<file path="src/sv/flpq_pkg.sv">
package flpq_pkg;

    // sizing defaults
    localparam int MAX_ENTRIES_DEF = 32;
    localparam int NUM_LEVELS_DEF  = 5;

    // field widths
    localparam int ACTION_W = 2;
    localparam int VALUE_W  = 32;
    localparam int LEVEL_W  = 3;
    localparam int STATUS_W = 2;
    localparam int COUNT_W  = 6;
    localparam int CAP_W    = 6;

    // configuration port
    localparam int ADDR_W = 3;
    localparam int DATA_W = 32;

    localparam logic [CAP_W-1:0] CAPACITY_RESET = CAP_W'(20);

    // register indexes
    localparam logic REG_CAPACITY = 1'b0;

    // action codes
    localparam logic [ACTION_W-1:0] ACT_INSERT = 2'd0;
    localparam logic [ACTION_W-1:0] ACT_DELETE = 2'd1;
    localparam logic [ACTION_W-1:0] ACT_PEEK   = 2'd2;

    // status codes
    localparam logic [STATUS_W-1:0] ST_DONE  = 2'd0;
    localparam logic [STATUS_W-1:0] ST_FULL  = 2'd1;
    localparam logic [STATUS_W-1:0] ST_EMPTY = 2'd2;

    typedef logic [LEVEL_W-1:0] level_t;

    typedef struct packed {
        logic [ACTION_W-1:0]       action;
        logic signed [VALUE_W-1:0] value;
        level_t                    level;
    } req_t;

    typedef struct packed {
        logic [STATUS_W-1:0]       status;
        logic signed [VALUE_W-1:0] front_value;
        level_t                    front_level;
        logic [COUNT_W-1:0]        count;
    } rsp_t;

endpackage

</file>
<file path="src/sv/flpq_regs.sv">
module flpq_regs (
    input  logic                          clk,
    input  logic                          rst_n,
    input  logic                          psel,
    input  logic                          penable,
    input  logic                          pwrite,
    input  logic [flpq_pkg::ADDR_W-1:0]   paddr,
    input  logic [flpq_pkg::DATA_W-1:0]   pwdata,
    output logic [flpq_pkg::DATA_W-1:0]   prdata,
    output logic                          pready,
    output logic [flpq_pkg::CAP_W-1:0]    capacity
);
    import flpq_pkg::*;

    logic [CAP_W-1:0] capacity_reg;
    logic             reg_index;
    logic             wr_en;

    // word index from the byte address
    assign reg_index = paddr[2];
    assign wr_en     = psel && penable && pwrite;
    assign pready    = 1'b1;

    // capacity register
    always_ff @(posedge clk or negedge rst_n)
    begin
        if (!rst_n)
        begin
            capacity_reg <= CAPACITY_RESET;
        end
        else if (wr_en && (reg_index == REG_CAPACITY))
        begin
            capacity_reg <= pwdata[CAP_W-1:0];
        end
    end

    // read back
    always_comb
    begin
        prdata = '0;
        unique case (reg_index)
            REG_CAPACITY: prdata = DATA_W'(capacity_reg);
            default:      prdata = '0;
        endcase
    end

    assign capacity = capacity_reg;

endmodule

</file>
<file path="src/sv/five_level_priority_queue.sv">
// Bounded priority queue, levels 1 (most urgent) to NUM_LEVELS, first-in
// first-out within a level.
//
// Command channel: a beat on req is taken at a rising edge with start high
// and busy low. busy is held low, so a command may be issued every cycle.
// Each command is an insert, a delete of the front entry or a peek.
// Result channel: exactly one result per command, shown on rsp for one
// cycle with done high. The command is registered at the accept edge and
// the queue and the result register update at the next edge, one command
// per cycle sustained. The receiver cannot stall; results are never held.
// The queue is a row of MAX_ENTRIES entry registers kept in level order;
// an insert compares its level against every entry in one pass and the row
// shifts open at the slot, a delete shifts the row toward the front.
// Configuration: capacity register at byte address 0 on the APB port; the user
// writes it only while no command is in flight, which the block does not enforce.
// Reset: the queue is empty and capacity is 20; entry contents are not
// cleared, since no entry at or beyond the count ever reaches a result.
module five_level_priority_queue #(
    parameter int MAX_ENTRIES = flpq_pkg::MAX_ENTRIES_DEF,
    parameter int NUM_LEVELS  = flpq_pkg::NUM_LEVELS_DEF
) (
    input  logic                          clk,
    input  logic                          rst_n,
    input  logic                          start,
    output logic                          busy,
    input  flpq_pkg::req_t                req,
    output logic                          done,
    output flpq_pkg::rsp_t                rsp,
    input  logic                          psel,
    input  logic                          penable,
    input  logic                          pwrite,
    input  logic [flpq_pkg::ADDR_W-1:0]   paddr,
    input  logic [flpq_pkg::DATA_W-1:0]   pwdata,
    output logic [flpq_pkg::DATA_W-1:0]   prdata,
    output logic                          pready
);
    import flpq_pkg::*;

    localparam int CNT_W = $clog2(MAX_ENTRIES + 1);
    localparam int CMP_W = (CNT_W > CAP_W) ? CNT_W : CAP_W;

    logic [CAP_W-1:0]          capacity;

    // command register
    logic                      cmd_valid_reg;
    req_t                      cmd_reg;

    // queue storage
    logic signed [VALUE_W-1:0] value_reg [MAX_ENTRIES];
    level_t                    level_reg [MAX_ENTRIES];
    logic signed [VALUE_W-1:0] value_next [MAX_ENTRIES];
    level_t                    level_next [MAX_ENTRIES];
    logic [CNT_W-1:0]          count_reg;
    logic [CNT_W-1:0]          count_next;

    // result register
    logic                      done_reg;
    rsp_t                      rsp_reg;
    rsp_t                      rsp_next;

    level_t                    ins_level;
    logic [CMP_W-1:0]          cap_ext;
    logic [CMP_W-1:0]          eff_cap;
    logic                      is_insert;
    logic                      is_delete;
    logic                      queue_full;
    logic                      queue_empty;
    logic                      do_insert;
    logic                      do_delete;
    logic [MAX_ENTRIES-1:0]    before_slot;

    flpq_regs u_regs (
        .clk      (clk),
        .rst_n    (rst_n),
        .psel     (psel),
        .penable  (penable),
        .pwrite   (pwrite),
        .paddr    (paddr),
        .pwdata   (pwdata),
        .prdata   (prdata),
        .pready   (pready),
        .capacity (capacity)
    );

    assign busy = 1'b0;

    // capture the command beat
    always_ff @(posedge clk or negedge rst_n)
    begin
        if (!rst_n)
        begin
            cmd_valid_reg <= 1'b0;
        end
        else
        begin
            cmd_valid_reg <= start && !busy;
        end
    end

    always_ff @(posedge clk)
    begin
        if (start && !busy)
        begin
            cmd_reg <= req;
        end
    end

    // clamp the inserted level into range
    always_comb
    begin
        ins_level = cmd_reg.level;
        if (cmd_reg.level == '0)
        begin
            ins_level = level_t'(1);
        end
        else if (int'(cmd_reg.level) > NUM_LEVELS)
        begin
            ins_level = level_t'(NUM_LEVELS);
        end
    end

    // effective capacity, held between 1 and the queue depth
    always_comb
    begin
        cap_ext = CMP_W'(capacity);
        if (capacity == '0)
        begin
            eff_cap = CMP_W'(1);
        end
        else if (cap_ext > CMP_W'(MAX_ENTRIES))
        begin
            eff_cap = CMP_W'(MAX_ENTRIES);
        end
        else
        begin
            eff_cap = cap_ext;
        end
    end

    assign is_insert   = (cmd_reg.action == ACT_INSERT);
    assign is_delete   = (cmd_reg.action == ACT_DELETE);
    assign queue_full  = (CMP_W'(count_reg) >= eff_cap);
    assign queue_empty = (count_reg == '0);
    assign do_insert   = cmd_valid_reg && is_insert && !queue_full;
    assign do_delete   = cmd_valid_reg && is_delete && !queue_empty;

    // entries that stay ahead of the new one: held and not less urgent
    always_comb
    begin
        for (int k = 0; k < MAX_ENTRIES; k++)
        begin
            before_slot[k] = (CNT_W'(k) < count_reg) && (level_reg[k] <= ins_level);
        end
    end

    // next contents of each entry
    always_comb
    begin
        for (int k = 0; k < MAX_ENTRIES; k++)
        begin
            value_next[k] = value_reg[k];
            level_next[k] = level_reg[k];
            if (do_insert)
            begin
                if (!before_slot[k])
                begin
                    if ((k == 0) || before_slot[(k == 0) ? 0 : k - 1])
                    begin
                        value_next[k] = cmd_reg.value;
                        level_next[k] = ins_level;
                    end
                    else
                    begin
                        value_next[k] = value_reg[(k == 0) ? 0 : k - 1];
                        level_next[k] = level_reg[(k == 0) ? 0 : k - 1];
                    end
                end
            end
            else if (do_delete)
            begin
                if (k < MAX_ENTRIES - 1)
                begin
                    value_next[k] = value_reg[(k < MAX_ENTRIES - 1) ? k + 1 : k];
                    level_next[k] = level_reg[(k < MAX_ENTRIES - 1) ? k + 1 : k];
                end
            end
        end
    end

    always_ff @(posedge clk)
    begin
        if (do_insert || do_delete)
        begin
            for (int k = 0; k < MAX_ENTRIES; k++)
            begin
                value_reg[k] <= value_next[k];
                level_reg[k] <= level_next[k];
            end
        end
    end

    // entry count
    always_comb
    begin
        count_next = count_reg;
        if (do_insert)
        begin
            count_next = count_reg + CNT_W'(1);
        end
        else if (do_delete)
        begin
            count_next = count_reg - CNT_W'(1);
        end
    end

    always_ff @(posedge clk or negedge rst_n)
    begin
        if (!rst_n)
        begin
            count_reg <= '0;
        end
        else
        begin
            count_reg <= count_next;
        end
    end

    // result beat
    always_comb
    begin
        rsp_next.status      = ST_DONE;
        rsp_next.front_value = value_reg[0];
        rsp_next.front_level = level_reg[0];
        rsp_next.count       = COUNT_W'(count_next);
        if (is_insert)
        begin
            if (queue_full)
            begin
                rsp_next.status      = ST_FULL;
                rsp_next.front_value = '0;
                rsp_next.front_level = '0;
            end
            else
            begin
                rsp_next.front_value = cmd_reg.value;
                rsp_next.front_level = ins_level;
            end
        end
        else if (queue_empty)
        begin
            rsp_next.status      = ST_EMPTY;
            rsp_next.front_value = '0;
            rsp_next.front_level = '0;
        end
    end

    always_ff @(posedge clk or negedge rst_n)
    begin
        if (!rst_n)
        begin
            done_reg <= 1'b0;
        end
        else
        begin
            done_reg <= cmd_valid_reg;
        end
    end

    always_ff @(posedge clk)
    begin
        if (cmd_valid_reg)
        begin
            rsp_reg <= rsp_next;
        end
    end

    assign done = done_reg;
    assign rsp  = rsp_reg;

endmodule

</file>
<file path="config.mk">
export PLATFORM = sky130hd
export DESIGN_NAME = five_level_priority_queue
export DESIGN_NICKNAME = d
export VERILOG_FILES = /design/src/sv/flpq_pkg.sv /design/src/sv/flpq_regs.sv /design/src/sv/five_level_priority_queue.sv
export SDC_FILE = /design/constraint.sdc
export NUM_CORES = 2
export LEC_CHECK = 0
export BUFFER_PORTS_ARGS = -buffer_cell sky130_fd_sc_hd__buf_2
export CAP_MARGIN = 10
export CELL_PAD_IN_SITES_DETAIL_PLACEMENT = 1
export CELL_PAD_IN_SITES_GLOBAL_PLACEMENT = 1
export CORE_ASPECT_RATIO = 1.2
export CORE_MARGIN = 1
export CORE_UTILIZATION = 57
export CTS_BUF_LIST = sky130_fd_sc_hd__clkbuf_4 sky130_fd_sc_hd__clkbuf_8
export DETAILED_ROUTE_END_ITERATION = 10
export PLACE_DENSITY_LB_ADDON = 0.1
export SLEW_MARGIN = 15
export SYNTH_ARGS = -nofsm -noshare
export SYNTH_HDL_FRONTEND = slang
export SYNTH_SLANG_ARGS = --single-unit
</file>
<file path="constraint.sdc">
create_clock -name clk -period 18.3 [get_ports clk]
set_clock_uncertainty 0.15 [all_clocks]
set_input_delay 0.915 -clock clk [delete_from_list [all_inputs] [get_ports clk]]
set_output_delay 0.915 -clock clk [all_outputs]
set_load 0.02 [all_outputs]
</file>
==> results.env <==
FIN_SETUP_TNS_PS=0
HOLD_PATH_STARTPOINT='pwdata[4]'
DIE_H_UM=366
POST_DRT_WL_PER_CELL_UM=22.5
GRT_ANTENNA_BEFORE_REPAIR=1
SYN_TO_FINAL_GROWTH_PCT=9.12
DRT.ANTENNA.VIOLATING_NETS=0
MAXIMUM_NUMBER_OF_PINS_ON_ONE_NET_BEFORE_GLOBAL_ROUTE_REPAIR=307
R2R-END='value_reg[1][372]$_DFFE_PP_'
POWER.INTERNAL_mW=6.41
WORSTHOLDPATHTYPE='input pin to flip-flop'
P_SEQ_SHARE_PCT=40.9
YOSYSSEQAREASHARE_PCT=57.8
ASYNCSETRESETFLOPFRACSYNTH_PCT=1.15
LARGEST_REGISTER_FF_COUNT=1024
NETSWITCHINGFRACTION_PCT=35.8
ROUTED-VIA-COUNT=42100
FINALSETUPVIOLATIONS=0
LARGEST_FAMILY_OF_LOGIC_CELLS_BY_SYNTHESIZED_AREA='multiplexers'
NETSWITCHINGPOWER_mW=3.57
CTS.ROOT.BUFFER_CELL='sky130_fd_sc_hd__clkbuf_8'
FINAL_CRITICAL_DELAY_INCLUDING_SETUP_AND_EXTERNAL_DELAYS_PS=6820
SYNTH_ENABLE_FLOP_CELLS=1200
HTREEDEPTH=4
R2R.WORST_PATH.CELLS=9
MAXCAPVIOLATIONS=0
DP_CELLS=6622
CTS-HOLD-FIX-BUFFERS=38
VIA_COUNT_OF_THE_FIRST_GLOBAL_ROUTING_PASS=44600
MOSTFREQUENTLAYOUTCELLS='1,200 x sky130_fd_sc_hd__edfxtp_1, 1,192 x sky130_fd_sc_hd__nand2_1, 1,044 x sky130_fd_sc_hd__mux2i_1'
CP.REQUIRED_PS=18730
SHARE_CLK_OF_TOTAL_POWER_PCT=23.9
TRITONCTS='done'
MIN_PERIOD_OVER_PERIOD_PCT=37.3
REG2REG_SLACK_PS=11480
IR_WORST_VDD_V=0.0000953
DOMINANTREGCELLSYNTH='sky130_fd_sc_hd__edfxtp_1'
WORST_EP_ARRIVAL_TIME_PS=7250
DIEWIDTH_UM=305
SYNTH_CELLS=5533
GRT_USE_TOTAL_PCT=28.0
GRT_SETUP_UNREPAIRED='false'
YOSYS_WARNINGS=0
CRITPATHCAPTURETYPE='flip-flop'
TIMING.RR.START='count_reg[3]$_DFF_PN0_'
CORE_AREA_MM2=0.109
CTS-RESIZED-GATES=0
PIN_COUNT=156
YS_FF_LATCH=1214
SYNTH_AREA_IN_COMPOUND_GATES_PCT=10.2
STATUS='finished, final reports clean'
SITE_ROW_COUNT=133
FRACTION_OF_LAYOUT_INSTANCES_USING_A_DRIVE_STRENGTH_ABOVE_1_PCT=11.4
SYN_AREA_MM2=0.0630
CRITICAL_PATH_PEAK_FANOUT=306
CRIT_TYPE='flip-flop to flip-flop'
CTS.REPAIR_TIMING.SETUP_BUFFER_COUNT=0
FINALHOLDVIOLCOUNT=0
ROUTED_VIA_DENSITY=5.97
FINALWEIGHTEDCONGESTION=0.775
HPWLAFTERDP_UM=97600
DRTITER0DRC=2875
CTS.REPORTEDPATHS.CLKPINSLEW_PS=60
WORST_SLEW_PIN_SLEW_PS=1190
PRE_CTS_WS_PS=11730
FINALWIRELENGTH_UM=159000
GRT.OVERFLOW.TOTAL=0
FINALNETCOUNT=5644
GRT_FIRST_PASS_WIRELENGTH_UM=251000
SYNTH.MUX.AREA_FRACTION_PCT=17.3
STATIC-LEAKAGE-POWER_nW=27.6
SLEW_VIOLATIONS=0
CLOCK_SINK_COUNT=1214
PORTBUFFERS=99
SYNTHDISTINCTLIBCELLS=53
SLEW_HEADROOM_PCT=20.3
MAX_FREQ_GHz=0.147
PLACED_AREA_MM2=0.0641
SYNTH_XOR_XNOR_AREA_SHARE_PCT=0.0695
FINAL_CELLS=7046
NUMBER_OF_INSTANCES_ON_THE_WORST_HOLD_PATH=2
POSTSYNTHAREAPERCELL_UM2=11.4
CLOCK_BUFFER_DEPTH=3
DRC=0
COMB_POWER_SHARE_PCT=35.3
YOSYS.AREA_SHARE.SIMPLE_PCT=8.06
DRT_PRE_ANTENNA_ITERS=5
SYNTH_ADDER_AREA_SHARE_PCT=2.09
INITIAL_UTILIZATION_PCT=57.5
SETUP_WS_PS=11480
DIE_AREA_MM2=0.112
TIMING.HOLD.WORST_ENDPOINT='u_regs.capacity[4]$_DFFE_PN1P_'
WORSTSETUPSTARTPOINTTYPE='flip-flop'
FINAL_COMMON_CELL='sky130_fd_sc_hd__edfxtp_1'
FINISH.INSTANCE_AREA_MM2=0.0687
CTS_BUFFERS=199
POWER_DENSITY_mW_PER_MM2=145
CLK-INSERTION-DELAY-LATE_PS=910
## per-layer routing
layer | track usage (%) | vias to the layer above | share of wire [%]
met2 | 47.8 | 752 | 49
met3 | 3.80 | 218 | 3.4
met4 | 7.20 | 0 | 1.8
met1 | 37.6 | 21300 | 46
met5 | 0 | - | 0
li1 | - | 19800 | -
## stage by stage
| stage | power (mW) | hold slack (ps) | util [%] |
|---|---|---|---|
| floorplan | 6.68 | 345 | - |
| global placement | 7.40 | 351 | 58.5 |
| detailed placement | 7.60 | 372 | 58.5 |
| CTS | 10.0 | 3.03 | 62.4 |
| global route | 10.5 | 48.4 | 62.7 |
| finish | 9.98 | 101 | 62.7 |
## critical path, stage by stage, from the launching register on
cell and delay (ps):
sky130_fd_sc_hd__dfrtp_1 630, sky130_fd_sc_hd__ha_1 430, sky130_fd_sc_hd__nand2_1 60, sky130_fd_sc_hd__nor2_1 310
sky130_fd_sc_hd__a211o_4 790, sky130_fd_sc_hd__buf_4 800, sky130_fd_sc_hd__buf_12 740, sky130_fd_sc_hd__buf_12 850
sky130_fd_sc_hd__buf_4 970, sky130_fd_sc_hd__o21ai_0 270
## kinds of logic (layout without fill, tap and decap cells)
kind of cell	after synthesis	in the layout
xor+xnor	5	5
fa+ha+maj	105	105
flops	1214	1214
buf+inv	595	663
compound gates	1230	1230
other cells	2	30
mux	1085	1085
simple gates	1297	1297
## worst max-delay path by stage
stage                                start                          end  slack (ps)
floorplan             cmd_reg[2]$_DFFE_PP_   level_reg[0][33]$_DFFE_PP_       11590
global placement    count_reg[3]$_DFF_PN0_  value_reg[1][333]$_DFFE_PP_       11920
detailed placement  count_reg[3]$_DFF_PN0_  value_reg[1][403]$_DFFE_PP_       11730
CTS                 count_reg[3]$_DFF_PN0_  value_reg[1][372]$_DFFE_PP_       11720
global route        count_reg[3]$_DFF_PN0_  value_reg[1][331]$_DFFE_PP_       11030
finish              count_reg[3]$_DFF_PN0_  value_reg[1][372]$_DFFE_PP_       11480
## synth_stat cells (all sizes together), types with 3 or more instances
library cell / n / area share (%)
mux2i: 1044 / 17
buf: 271 / 2.6
a31oi: 3 / 0.030
clkbuf: 285 / 1.7
o21ai: 1102 / 8.8
and2: 8 / 0.079
a21oi: 56 / 0.46
a21o: 4 / 0.048
nor3: 6 / 0.048
ha: 105 / 2.1
nor2b: 13 / 0.13
nand2b: 3 / 0.030
nor2: 13 / 0.081
nand2: 1195 / 7.1
a22o: 37 / 0.51
o21a: 3 / 0.036
o22ai: 8 / 0.079
nand3b: 16 / 0.19
mux2: 41 / 0.73
edfxtp: 1200 / 57
nand3: 32 / 0.25
dfrtp: 12 / 0.48
inv: 39 / 0.23
o31ai: 4 / 0.048
nor4: 3 / 0.030
xnor2: 4 / 0.056
## area by class of cell
type	count	area, µm²
fillers	11200	40800
flip-flops and latches	1214	36400
multi-input cells	3750	24500
clock buffers	279	3410
repair buffers	257	1990
well taps	1417	1770
clock inverters	88	492
inverters	39	146
diodes	2	5.00
## power by group through the flow
stage	clock [mW]	combinational (mW)	sequential [mW]
2_1_floorplan	0	2.63	4.06
3_3_place_gp	0	3.31	4.10
3_5_place_dp	0	3.46	4.14
4_1_cts	2.43	3.49	4.09
5_1_grt	2.54	3.82	4.12
6_report	2.38	3.52	4.08
Power figures use the tool's default switching activity.
